### config.mk
export PLATFORM = sky130hd
export DESIGN_NAME = rds_group_bitstream_encoder
export DESIGN_NICKNAME = d
export VERILOG_FILES = /design/src/rtl/rdsge_pkg.sv /design/src/rtl/rdsge_rt_store.sv /design/src/rtl/rdsge_group_build.sv /design/src/rtl/rds_group_bitstream_encoder.sv
export SDC_FILE = /design/constraint.sdc
export NUM_CORES = 1
export LEC_CHECK = 0
export BUFFER_PORTS_ARGS = -buffer_cell sky130_fd_sc_hd__buf_4
export CORE_ASPECT_RATIO = 2
export CORE_MARGIN = 10
export CORE_UTILIZATION = 56
export CTS_CLUSTER_DIAMETER = 50
export DETAILED_ROUTE_END_ITERATION = 8
export PLACE_DENSITY = 0.73
export SETUP_SLACK_MARGIN = 0.2
export SLEW_MARGIN = 25
export SYNTH_ARGS = -nofsm -noshare
export SYNTH_HDL_FRONTEND = slang
export SYNTH_SLANG_ARGS = --single-unit
### constraint.sdc
create_clock -name i_clk -period 9.48 [get_ports i_clk]
set_input_delay 0.474 -clock i_clk [delete_from_list [all_inputs] [get_ports i_clk]]
set_output_delay 0.474 -clock i_clk [all_outputs]
set_load 0.05 [all_outputs]
### src/rtl/rdsge_pkg.sv
// shared types, constants and check-word logic for the rds group encoder
package rdsge_pkg;

    localparam int RT_CHARS_DEF = 64;
    localparam int GROUP_BITS   = 104;

    localparam logic [9:0]  OFS_A     = 10'h0FC;
    localparam logic [9:0]  OFS_B     = 10'h198;
    localparam logic [9:0]  OFS_C     = 10'h168;
    localparam logic [9:0]  OFS_D     = 10'h1B4;
    localparam logic [15:0] FILL_WORD = 16'hCDCD;

    // configuration register indexes
    localparam logic [2:0] REG_PI  = 3'd0;
    localparam logic [2:0] REG_PTY = 3'd1;
    localparam logic [2:0] REG_TP  = 3'd2;
    localparam logic [2:0] REG_TA  = 3'd3;
    localparam logic [2:0] REG_MS  = 3'd4;
    localparam logic [2:0] REG_AF1 = 3'd5;
    localparam logic [2:0] REG_AF2 = 3'd6;
    localparam logic [2:0] REG_PS  = 3'd7;

    typedef enum logic [1:0] {
        KIND_PS = 2'd0,
        KIND_RT = 2'd1,
        KIND_AF = 2'd2,
        KIND_CT = 2'd3
    } t_kind;

    typedef struct packed {
        logic [15:0] pi;
        logic [4:0]  pty;
        logic        tp;
        logic        ta;
        logic        ms;
        logic [7:0]  af1;
        logic [7:0]  af2;
        logic [63:0] ps;
    } t_cfg;

    typedef struct packed {
        logic [16:0] mjd;
        logic [4:0]  hour;
        logic [5:0]  minute;
        logic [5:0]  offset;
    } t_clock;

    // check word of a single data bit, data bit 0 first
    function automatic logic [9:0] crc_col(input logic [3:0] j);
        logic [9:0] v;
        case (j)
            4'd0:    v = 10'h1B9;
            4'd1:    v = 10'h372;
            4'd2:    v = 10'h35D;
            4'd3:    v = 10'h303;
            4'd4:    v = 10'h3BF;
            4'd5:    v = 10'h2C7;
            4'd6:    v = 10'h037;
            4'd7:    v = 10'h06E;
            4'd8:    v = 10'h0DC;
            4'd9:    v = 10'h1B8;
            4'd10:   v = 10'h370;
            4'd11:   v = 10'h359;
            4'd12:   v = 10'h30B;
            4'd13:   v = 10'h3AF;
            4'd14:   v = 10'h2E7;
            4'd15:   v = 10'h077;
            default: v = 10'h000;
        endcase
        return v;
    endfunction

    // linear code, so the check word is the xor of the columns of set bits
    function automatic logic [9:0] crc10(input logic [15:0] d);
        logic [9:0] c;
        c = '0;
        for (int j = 0; j < 16; j++) begin
            if (d[j]) begin
                c = c ^ crc_col(4'(j));
            end
        end
        return c;
    endfunction

endpackage

### src/rtl/rdsge_rt_store.sv
// radiotext character store, four byte banks indexed by segment
module rdsge_rt_store #(
    parameter int RT_CHARS = rdsge_pkg::RT_CHARS_DEF,
    parameter int SEG_W    = 4
) (
    input  logic             i_clk,
    input  logic             i_rst_n,
    input  logic             i_wr_en,
    input  logic [5:0]       i_wr_index,
    input  logic [7:0]       i_wr_char,
    input  logic [SEG_W-1:0] i_rd_seg,
    output logic [31:0]      o_rd_chars
);
    import rdsge_pkg::*;

    localparam int         RT_SEGS = (RT_CHARS + 3) / 4;
    localparam logic [6:0] LIMIT   = 7'(RT_CHARS);

    logic [7:0]       r_bank [4][RT_SEGS];
    logic             wr_ok;
    logic [SEG_W-1:0] wr_row;

    assign wr_ok  = i_wr_en && ({1'b0, i_wr_index} < LIMIT);
    assign wr_row = i_wr_index[2 +: SEG_W];

    always_ff @(posedge i_clk) begin
        if (!i_rst_n) begin
            for (int b = 0; b < 4; b++) begin
                for (int r = 0; r < RT_SEGS; r++) begin
                    r_bank[b][r] <= '0;
                end
            end
        end else if (wr_ok) begin
            r_bank[i_wr_index[1:0]][wr_row] <= i_wr_char;
        end
    end

    // positions past the text length are never written and read as zero
    assign o_rd_chars = {r_bank[0][i_rd_seg], r_bank[1][i_rd_seg],
                         r_bank[2][i_rd_seg], r_bank[3][i_rd_seg]};

endmodule

### src/rtl/rdsge_group_build.sv
// assembles the four blocks of one group and appends check words
module rdsge_group_build (
    input  rdsge_pkg::t_cfg   i_cfg,
    input  rdsge_pkg::t_clock i_clock,
    input  logic              i_is_ct,
    input  logic [3:0]        i_cycle_step,
    input  logic [3:0]        i_rt_seg,
    input  logic [31:0]       i_rt_chars,
    output logic [103:0]      o_group,
    output rdsge_pkg::t_kind  o_kind
);
    import rdsge_pkg::*;

    logic [15:0] blk_a, blk_b, blk_c, blk_d;
    logic [1:0]  ps_seg;
    logic [15:0] ps_word;
    logic [15:0] b_0a;
    logic        neg;
    logic [5:0]  mag6;
    logic [4:0]  mag;

    assign ps_seg = i_cycle_step[2:1];
    assign neg    = i_clock.offset[5];
    assign mag6   = neg ? (6'd0 - i_clock.offset) : i_clock.offset;
    assign mag    = mag6[5] ? 5'd31 : mag6[4:0];

    always_comb begin
        case (ps_seg)
            2'd0:    ps_word = i_cfg.ps[63:48];
            2'd1:    ps_word = i_cfg.ps[47:32];
            2'd2:    ps_word = i_cfg.ps[31:16];
            2'd3:    ps_word = i_cfg.ps[15:0];
            default: ps_word = i_cfg.ps[63:48];
        endcase
    end

    always_comb begin
        blk_a = i_cfg.pi;
        b_0a  = {5'd0, i_cfg.tp, i_cfg.pty, i_cfg.ta, i_cfg.ms, 3'd0};
        if (i_is_ct) begin
            blk_b  = {1'b0, 1'b1, 3'd0, i_cfg.tp, 8'd0, i_clock.mjd[16:15]};
            blk_c  = {i_clock.mjd[14:0], i_clock.hour[4]};
            blk_d  = {i_clock.hour[3:0], i_clock.minute, neg, mag};
            o_kind = KIND_CT;
        end else if (i_cycle_step < 4'd8) begin
            blk_b  = b_0a | {13'd0, ps_seg == 2'd3, ps_seg};
            blk_c  = FILL_WORD;
            blk_d  = ps_word;
            o_kind = KIND_PS;
        end else if (i_cycle_step == 4'd8) begin
            blk_b  = {3'b001, 3'd0, i_cfg.pty, i_cfg.ta, i_rt_seg};
            blk_c  = i_rt_chars[31:16];
            blk_d  = i_rt_chars[15:0];
            o_kind = KIND_RT;
        end else begin
            blk_b = b_0a;
            if (i_cfg.af1 != 8'd0 && i_cfg.af2 != 8'd0) begin
                blk_c = {i_cfg.af1, i_cfg.af2};
            end else if (i_cfg.af1 != 8'd0) begin
                blk_c = {i_cfg.af1, i_cfg.af1};
            end else begin
                blk_c = FILL_WORD;
            end
            blk_d  = i_cfg.ps[63:48];
            o_kind = KIND_AF;
        end
    end

    assign o_group = {blk_a, crc10(blk_a) ^ OFS_A,
                      blk_b, crc10(blk_b) ^ OFS_B,
                      blk_c, crc10(blk_c) ^ OFS_C,
                      blk_d, crc10(blk_d) ^ OFS_D};

endmodule

### src/rtl/rds_group_bitstream_encoder.sv
// top level of the rds group bitstream encoder
// Usage:
// - input channel (i_valid/o_ready) carries one word per rds bit period:
//   a tick (operation 0) or a radiotext character write (operation 1)
// - each tick gives one output word (o_valid/i_ready): the raw group bit,
//   the differentially coded line bit, its index in the 104-bit group, the
//   group kind and a last-of-group flag; a write gives no output word
// - the output word of a tick is registered and shows in the cycle after
//   acceptance; while the receiver is ready a new word can be accepted
//   every cycle, the group assembly and check words being a single pass
//   of logic between the tick register state and the output register
// - a group is built on the tick that follows the last bit of the
//   previous one, using the clock fields of that tick
// - configuration is written through i_cfg_we/i_cfg_index/i_cfg_data at
//   any edge, intended while the block is idle
// - reset (synchronous, active low) restores the register defaults,
//   clears the text store and forces a clock-time group on the first tick
// - while the receiver stalls the output word holds and o_ready drops, so
//   nothing is accepted until the pending word is taken
module rds_group_bitstream_encoder #(
    parameter int RT_CHARS = rdsge_pkg::RT_CHARS_DEF
) (
    input  logic        i_clk,
    input  logic        i_rst_n,
    input  logic        i_cfg_we,
    input  logic [2:0]  i_cfg_index,
    input  logic [63:0] i_cfg_data,
    input  logic        i_valid,
    output logic        o_ready,
    input  logic        i_operation,
    input  logic [5:0]  i_rt_index,
    input  logic [7:0]  i_rt_char,
    input  logic [16:0] i_day_number,
    input  logic [4:0]  i_utc_hour,
    input  logic [5:0]  i_utc_minute,
    input  logic signed [5:0] i_local_offset,
    output logic        o_valid,
    input  logic        i_ready,
    output logic        o_data_bit,
    output logic        o_line_bit,
    output logic [6:0]  o_bit_index,
    output logic [1:0]  o_group_kind,
    output logic        o_last_of_group
);
    import rdsge_pkg::*;

    localparam int RT_SEGS = (RT_CHARS + 3) / 4;
    localparam int SEG_W   = (RT_SEGS > 1) ? $clog2(RT_SEGS) : 1;
    localparam logic [SEG_W:0] SEG_END  = (SEG_W + 1)'(RT_SEGS);
    localparam logic [6:0]     LAST_BIT = 7'(GROUP_BITS - 1);
    localparam logic [6:0]     NO_GROUP = 7'(GROUP_BITS);

    t_cfg             r_cfg;
    logic [6:0]       r_bit_pos;
    logic [103:0]     r_shift;
    t_kind            r_kind;
    logic             r_line;
    logic [6:0]       r_last_min;
    logic [3:0]       r_cycle;
    logic [SEG_W-1:0] r_rt_seg;

    logic             r_out_valid;
    logic             r_data_bit;
    logic             r_line_bit;
    logic [6:0]       r_bit_index;
    t_kind            r_out_kind;
    logic             r_last;

    logic             accept, tick, rt_write, new_grp, is_ct;
    logic [31:0]      rt_chars;
    logic [103:0]     built, n_shift;
    t_kind            built_kind, n_kind;
    logic [6:0]       pos;
    logic             bit_now;
    logic [3:0]       n_cycle;
    logic [SEG_W:0]   seg_inc;
    logic [SEG_W-1:0] n_rt_seg;
    t_clock           clk_fields;

    assign o_ready  = !r_out_valid || i_ready;
    assign accept   = i_valid && o_ready;
    assign tick     = accept && !i_operation;
    assign rt_write = accept && i_operation;

    assign clk_fields = '{mjd: i_day_number, hour: i_utc_hour,
                          minute: i_utc_minute, offset: i_local_offset};

    assign new_grp = r_bit_pos >= NO_GROUP;
    assign is_ct   = {1'b0, i_utc_minute} != r_last_min;

    rdsge_rt_store #(
        .RT_CHARS (RT_CHARS),
        .SEG_W    (SEG_W)
    ) u_rt_store (
        .i_clk      (i_clk),
        .i_rst_n    (i_rst_n),
        .i_wr_en    (rt_write),
        .i_wr_index (i_rt_index),
        .i_wr_char  (i_rt_char),
        .i_rd_seg   (r_rt_seg),
        .o_rd_chars (rt_chars)
    );

    rdsge_group_build u_group_build (
        .i_cfg        (r_cfg),
        .i_clock      (clk_fields),
        .i_is_ct      (is_ct),
        .i_cycle_step (r_cycle),
        .i_rt_seg     (4'(r_rt_seg)),
        .i_rt_chars   (rt_chars),
        .o_group      (built),
        .o_kind       (built_kind)
    );

    always_comb begin
        n_shift  = new_grp ? built : r_shift;
        n_kind   = new_grp ? built_kind : r_kind;
        pos      = new_grp ? 7'd0 : r_bit_pos;
        bit_now  = n_shift[103];
        n_cycle  = (r_cycle >= 4'd9) ? 4'd0 : r_cycle + 4'd1;
        seg_inc  = {1'b0, r_rt_seg} + 1'b1;
        n_rt_seg = (seg_inc >= SEG_END) ? '0 : seg_inc[SEG_W-1:0];
    end

    always_ff @(posedge i_clk) begin
        if (!i_rst_n) begin
            r_cfg       <= '{pi: '0, pty: '0, tp: 1'b0, ta: 1'b0, ms: 1'b1,
                             af1: '0, af2: '0, ps: '0};
            r_bit_pos   <= NO_GROUP;
            r_kind      <= KIND_PS;
            r_line      <= 1'b0;
            r_last_min  <= 7'h7F;
            r_cycle     <= '0;
            r_rt_seg    <= '0;
            r_out_valid <= 1'b0;
        end else begin
            if (i_cfg_we) begin
                case (i_cfg_index)
                    REG_PI:  r_cfg.pi  <= i_cfg_data[15:0];
                    REG_PTY: r_cfg.pty <= i_cfg_data[4:0];
                    REG_TP:  r_cfg.tp  <= i_cfg_data[0];
                    REG_TA:  r_cfg.ta  <= i_cfg_data[0];
                    REG_MS:  r_cfg.ms  <= i_cfg_data[0];
                    REG_AF1: r_cfg.af1 <= i_cfg_data[7:0];
                    REG_AF2: r_cfg.af2 <= i_cfg_data[7:0];
                    REG_PS:  r_cfg.ps  <= i_cfg_data;
                    default: ;
                endcase
            end
            if (tick) begin
                r_bit_pos <= pos + 7'd1;
                r_kind    <= n_kind;
                r_line    <= r_line ^ bit_now;
                if (new_grp) begin
                    if (is_ct) begin
                        r_last_min <= {1'b0, i_utc_minute};
                    end else begin
                        // clock-time groups leave the cycle where it was
                        r_cycle <= n_cycle;
                        if (r_cycle == 4'd8) begin
                            r_rt_seg <= n_rt_seg;
                        end
                    end
                end
            end
            if (tick) begin
                r_out_valid <= 1'b1;
            end else if (i_ready) begin
                r_out_valid <= 1'b0;
            end
        end
    end

    // payload registers, no reset
    always_ff @(posedge i_clk) begin
        if (tick) begin
            r_shift     <= {n_shift[102:0], 1'b0};
            r_data_bit  <= bit_now;
            r_line_bit  <= r_line ^ bit_now;
            r_bit_index <= pos;
            r_out_kind  <= n_kind;
            r_last      <= pos == LAST_BIT;
        end
    end

    assign o_valid         = r_out_valid;
    assign o_data_bit      = r_data_bit;
    assign o_line_bit      = r_line_bit;
    assign o_bit_index     = r_bit_index;
    assign o_group_kind    = r_out_kind;
    assign o_last_of_group = r_last;

endmodule
; ---- After elaboration in Yosys (flattened, before gate mapping)
; Memories as Yosys holds them, arrays and structs flattened.
; Index checks and enable logic that the tools add are counted.
; Widths: inputs -> output; s select.
[totals]
register_bits = 245
ram_bits = 512
input_bits = 121
out_inout_bits = 14
word_cells = 310
n_memories = 1
[classes]
n_addsub = 4
magnitude_cmp = 7
n_eq_ne = 13
n_mux = 169
n_bitwise = 69
n_reduce_logical = 25
[mem_list]
columns = name, words, width, rd, rd_ports_with_merged_regs, wr, line
row1 = u_rt_store.r_bank, 4, 128, 4, 0, 4, rdsge_rt_store.sv:19  ; logic [7:0] r_bank [4][RT_SEGS];
[ops]
columns = cell, count
row1 = $mux 10, 120
row2 = $xor 10x10->10, 56
row3 = $mux 128, 3
row4 = $mux 16, 10
row5 = $bmux 8 s4, 4
row6 = $reduce_or 128->1, 1
row7 = $mux 104, 1
row8 = $mux 8, 9
row9 = $pmux 16 s4, 1
row10 = $xor 9x10->10, 4
row11 = $mux 9, 4
row12 = $demux 8 s4, 1
row13 = $reduce_and 2->1, 8
row14 = $reduce_bool 8->1, 2
row15 = $ge 5x5->1 const B, 3
row16 = $mux 14, 1
row17 = $eq 3x3->1 const B, 4
row18 = $or 11x3->11, 1
row19 = $mux 2, 5
row20 = $not 4->5, 2
row21 = $mux 4, 2
row22 = $not 4->4, 2
row23 = $add 7x1->7 const B, 1
row24 = $eq 7x7->1 const B, 1
row25 = other kinds (29), 41

; ---- Longest topological paths before layout
[depth]
word_depth = 41
depth_mapped = 13
depth_no_buf = 11

; ---- Cells and area by module
; A second synthesis with hierarchy kept.
[unflattened]
hier_cells = 3069
area_unflattened_um2 = 35566.6
[by_module_without_submodules]
columns = module, instances, cells_each, area_per_inst_um2, seq_area_each_um2
row1 = rdsge_rt_store, 1, 1525, 22003.6, 15374.7
row2 = rds_group_bitstream_encoder, 1, 1081, 9803.2, 6055.8
row3 = rdsge_group_build, 1, 463, 3759.9, 0.0

; ---- Worst setup path after synthesis
; OpenSTA, ideal clock, no wires.
[synth_path]
path_type = reg2reg
start = reg r_out_valid, in the netlist o_valid
end = reg r_rt_seg[3]
setup_time_ns = 0.076
t_arrival_ns = 5.130
required_ns = 9.404
slack_ns = 4.274
path_stages_with_launch = 11
n_path_buf = 1
period_less_slack_ns = 5.206
path_cell_list = dfxtp_1 > nand2b_1 > nand2_1 > or2_2 > clkbuf_1 > inv_1 > nand2_1 > nor2_1 > nand2_1 > or3_1 > a21boi_0
[synth_between]
elab_chain_cells = 5
[synth_lines]
columns = element, line
row1 = from (decl), rds_group_bitstream_encoder.sv:62  ; logic r_out_valid;
row2 = from (signal assigned), rds_group_bitstream_encoder.sv:135  ; r_out_valid <= 1'b0;
row3 = from (signal assigned), rds_group_bitstream_encoder.sv:167  ; r_out_valid <= 1'b1;
row4 = from (signal assigned), rds_group_bitstream_encoder.sv:169  ; r_out_valid <= 1'b0;
row5 = $logic_not 1->1, rds_group_bitstream_encoder.sv:80  ; assign o_ready = !r_out_valid || i_ready;
row6 = $logic_or 1x1->1, rds_group_bitstream_encoder.sv:80
row7 = net o_ready, rds_group_bitstream_encoder.sv:29  ; output logic o_ready,
row8 = $logic_and 1x1->1, rds_group_bitstream_encoder.sv:81  ; assign accept = i_valid && o_ready;
row9 = $logic_and 1x1->1, rds_group_bitstream_encoder.sv:82  ; assign tick = accept && !i_operation;
row10 = net tick, rds_group_bitstream_encoder.sv:69  ; logic accept, tick, rt_write, new_grp, is_ct;
row11 = $reduce_and 4->1 (no line), n/a
row12 = to (signal assigned), rds_group_bitstream_encoder.sv:161  ; r_rt_seg <= n_rt_seg;
row13 = to (decl), rds_group_bitstream_encoder.sv:60  ; logic [SEG_W-1:0] r_rt_seg;
; The timed path passes the listed nets, and every way through them passes these cells.
; A chain may end at the register's enable or synchronous reset.

; ---- Worst setup path after layout
[layout_path]
start = reg r_cycle[1]
end = reg r_shift[1], data pin
[layout_between]
elab_chain_cells = 35
word_cells_on_any_way = 41
classes_between = 1 x order compare / 4 x eq/ne / 20 x mux / 15 x bitwise / 1 x reduce/logical
[layout_lines]
columns = element, line
row1 = from (decl), rds_group_bitstream_encoder.sv:59  ; logic [3:0] r_cycle;
row2 = from (signal assigned), rds_group_bitstream_encoder.sv:159  ; r_cycle <= n_cycle;
row3 = $eq 2x2->1 (tied with other cells), rdsge_group_build.sv:28  ; case (ps_seg)
row4 = $pmux 16 s4 / $mux 16 (equally long branches), "rdsge_group_build.sv:28, rdsge_group_build.sv:50"
row5 = $mux 16 *, rdsge_group_build.sv:45  ; end else if (i_cycle_step < 4'd8) begin
row6 = $mux 16 *, rdsge_group_build.sv:40  ; if (i_is_ct) begin
row7 = $mux 9, rdsge_pkg.sv:78  ; if (d[j]) begin
row8 = $xor 9x10->10, rdsge_pkg.sv:79  ; c = c ^ crc_col(4'(j));
row9 = $mux 10, rdsge_pkg.sv:78
row10 = $xor 10x10->10, rdsge_pkg.sv:79
row11 = (+19 left out), n/a
row12 = $xor 10x10->10, rdsge_pkg.sv:79
row13 = $mux 10, rdsge_pkg.sv:78
row14 = $xor 10x10->10, rdsge_pkg.sv:79
row15 = $mux 10, rdsge_pkg.sv:78
row16 = $xor 10x10->10, rdsge_pkg.sv:79
row17 = $mux 10, rdsge_pkg.sv:78
row18 = $xor 10x10->10, rdsge_pkg.sv:79
row19 = $mux 10 *, rdsge_pkg.sv:78
row20 = to (signal assigned), rds_group_bitstream_encoder.sv:177  ; r_shift <= {n_shift[102:0], 1'b0};
row21 = to (decl), rds_group_bitstream_encoder.sv:55  ; logic [103:0] r_shift;
; Mark *: on every way between the ends. The rest lies on a longest branch, timed or not.

==> reports/metrics.cfg <==
[clock_network]
clk-insertion-delay-late_ns = 0.64
post-cts-setup-buffers = 0
cts_resized = 0
hold_buffers = 0
cts_sinks = 757
tritoncts = built
clk_path_buf_depth = 3
htreeDepth = 2
path_clk_slew_ns = 0.07
numCtsBuffers = 61
cts_root_buf = clkbuf_16

[yosys]
synth_edf_count = 627
ys_warn_count = 0
synthCells = 2933
synth_nets = 3061
ys_seq_area_share_pct = 59.1
avgSynthCellArea_um2 = 12.4
yosysUniqueCellTypes = 68
ys_ff_latch = 757
syn_area_um2 = 36300
async_reset_ff_share_pct = 0
ys.flop_type = edfxtp_1

[pwr]
swShare_pct = 23.6
seqPwrFrac_pct = 54.0
p_sw_mw = 1.65
comb_power_share_pct = 9.2
leakagePower_nw = 14.3
fin_total_pwr_mw = 7.00
p_per_area_nw_per_um2 = 175
peakVddDrop_v = 0.000169
clockPowerShare_pct = 36.8
intPower_mw = 5.35

[cells_and_area]
finalNetCount = 3113
drive_gt1_share_pct = 14.7
fill_cells = 4986
multi_input_area_um2 = 13900
synthToLayoutAreaGrowth_pct = 10.2
regArea_um2 = 21400
layout.cells.non_filler = 3908

[setup_path]
reg2reg_from = r_cycle[1]$_SDFFE_PN0P_
endpoint_kind = register
cpPeakStageDelay_ns = 0.78
crit_arrival_ns = 5.15
ff2ff_path_depth = 10
crit_chain = clkinv_1 > ha_1 > a21oi_1 > nor2_1 > o221ai_1 > a2bb2oi_1 > xnor2_1 > xor3_1 > xnor2_1 > nor2_1
cp_max_fo = 17
worstReg2RegEnd = r_shift[1]$_SDFFCE_PP0P_
path_delay_family = compound AO/OA/AOI/OAI gates
cp-startpoint = r_cycle[1]$_SDFFE_PN0P_
r2r_setup_slack_ns = 4.68
required_ns = 9.83
crit_buf_inv = 1
startpoint_type = register
critical-path-slowest-cell = dfxtp_1
crit_type = reg2reg

[global_routing]
antenna_found_initial = 1
gr-usage-all-layers_pct = 26.2
grt_pass1_vias = 24000
globalRouteOverflowTotal = 0
grt_max_degree = 102
grt_pass1_wl_mm = 149

[die]
die_w_um = 200
die_y_um = 380
pin_count = 135
die_area_um2 = 76000
num_rows = 132
initial_core_util_pct = 56.2
core_area_um2 = 64600

[place]
port_buffers = 134
hpwl_mm = 71.9
place_congestion = 0.999
dp.cells = 3793

[detailed_routing]
wirelength_mm = 100
wl_per_cell_um = 25.6
ant_nets = 0
via_per_inst = 5.98
drt_iter0_markers = 2143
dr.pass1.iters = 6
drc_errors = 0
vias = 23400

[sta]
final_max_slew_viol_count = 0
whs_ns = 0.106
min_period_ns = 4.80
worst-slew-pin-transition_ns = 0.921
rsz0062_at_grt = no
fin_crit_sh_pct = 50.6
relSlewSlack_pct = 38.2
skew_ns = 0.0135
finalSetupViolations = 0
fin_tns_setup_ns = 0
fmax_mhz = 208
final_hold_viol_count = 0

[worst_hold_path]
holdPathStages = 3
hp-start = i_cfg_data[22]
hold_path.class = in2reg
min_to = r_cfg[22]$_SDFFE_PN0P_

[outcome]
outcome = complete, no violations

[run]
maxCapViolCount = 0

## cell type report
class | count | area share, %
antenna | 1 | 0.00626
clock buffer | 77 | 4.09
multi-input combinational | 1957 | 34.9
timing repair buffer | 194 | 3.67
sequential | 757 | 53.6
inverter | 14 | 0.138
tap | 871 | 2.73
clock inverter | 37 | 0.851
## metrics by stage
stage | cell area [um2] | utilization, % | setup WS, ns
finish | 40000 | 61.9 | 4.68
detailed placement | 38000 | 58.8 | 4.77
CTS | 40000 | 61.9 | 4.74
global route | 40000 | 61.9 | 4.39
global placement | 38000 | 58.8 | 4.86
floorplan | 36300 | - | 4.27
## state kept, by name (all words and copies together) (netlist names)
register / cells
u_rt_store.r_bank: 512
r_cfg: 104
r_shift: 103
o_bit_index: 7
r_bit_pos: 7
r_last_min: 7
r_cycle: 4
r_rt_seg: 4
o_group_kind: 2
r_kind: 2
o_data_bit: 1
o_last_of_group: 1
o_line_bit: 1
o_valid: 1
r_line: 1
## cell usage in the layout, fill, tap and decap left out, drive strengths merged, types with 7 or more instances in the layout
cell type and count:
clkbuf 77, a221oi 9, ha 7, clkinv 24, buf 194, edfxtp 627, nand3 24, inv 18
mux2i 74, xnor2 106, a21oi 31, mux2 10, dfxtp 130, a21boi 104, a22oi 26, mux4 122
nor2b 22, nand2 432, and2 528, xor2 45, nor3 9, nor2 123, nand2b 9, a211oi 11
a31oi 7, xnor3 9, o21ai 159
## power groups by stage
stage / logic [mW] / clock network (mW) / registers, mW
floorplan: 0.414 / 0 / 3.84
global placement: 0.630 / 0 / 3.85
detailed placement: 0.641 / 0 / 3.85
CTS: 0.643 / 2.60 / 3.78
global route: 0.694 / 2.71 / 3.79
finish: 0.645 / 2.57 / 3.78
## kinds of logic (layout without fill, tap and decap cells)
family | count (synthesis) | in the layout | share of synthesized area (%)
and+or+nand+nor | 1177 | 1177 | 16.5
adders and majority gates | 7 | 7 | 0.241
muxes | 206 | 206 | 9.93
xor gates and xnor gates | 161 | 161 | 4.33
buffers and inverters | 219 | 322 | 2.60
other | 0 | 1 | 0
DFF | 757 | 757 | 59.1
AOI/OAI and AO/OA | 406 | 406 | 7.36
## worst max path at each step
stage	to	slack, ns	cells after the start
after floorplan	r_rt_seg[3]$_SDFFE_PN0P_	4.27	10
after global placement	r_shift[1]$_SDFFCE_PP0P_	4.86	10
after detailed placement	r_shift[1]$_SDFFCE_PP0P_	4.77	10
after CTS	r_shift[1]$_SDFFCE_PP0P_	4.74	10
after global routing	r_shift[2]$_DFFE_PP_	4.39	10
final	r_shift[1]$_SDFFCE_PP0P_	4.68	10
## cell usage after synthesis (7+ instances only)
library cell,count,area [um2]
nor2b_1,22,138
xnor3_1,9,203
o21ai_1,24,120
a21oi_1,31,155
buf_6,7,78.8
and2_1,527,3300
buf_1,20,75.1
dfxtp_1,130,2600
buf_2,21,105
a211oi_1,11,82.6
nor2_1,122,458
inv_1,12,45.0
ha_1,7,87.6
nand2_1,432,1620
nor3_1,8,40.0
xor2_1,43,377
mux2i_1,74,741
a21boi_0,104,781
clkbuf_1,146,548
mux2_2,9,101
nand2b_1,9,56.3
edfxtp_1,627,18800
xnor2_1,105,920
a22oi_1,25,188
buf_4,11,82.6
mux4_2,122,2750
nand3_1,24,120
o21ai_0,135,676
a31oi_1,7,43.8
a221oi_1,8,70.1
## worst reg2reg max path: cells and delay by family, from the launching register on
family	cells	cell delay, ns
xor gates and xnor gates	3	1.21
AOI/OAI and AO/OA	3	1.24
and+or+nand+nor	2	0.25
buffers and inverters	1	0.58
DFF	1	0.78
adders and majority gates	1	0.44
## routing by layer
layer  track usage (%)  vias to the layer above  share of wire, %
li1                  -                    10500                 -
met1              28.0                    11600                34
met2              46.7                     1006                53
met3              4.25                      280               6.4
met4              16.6                        0               7.1
met5                 0                        -                 0
Power figures use the tool's default switching activity.
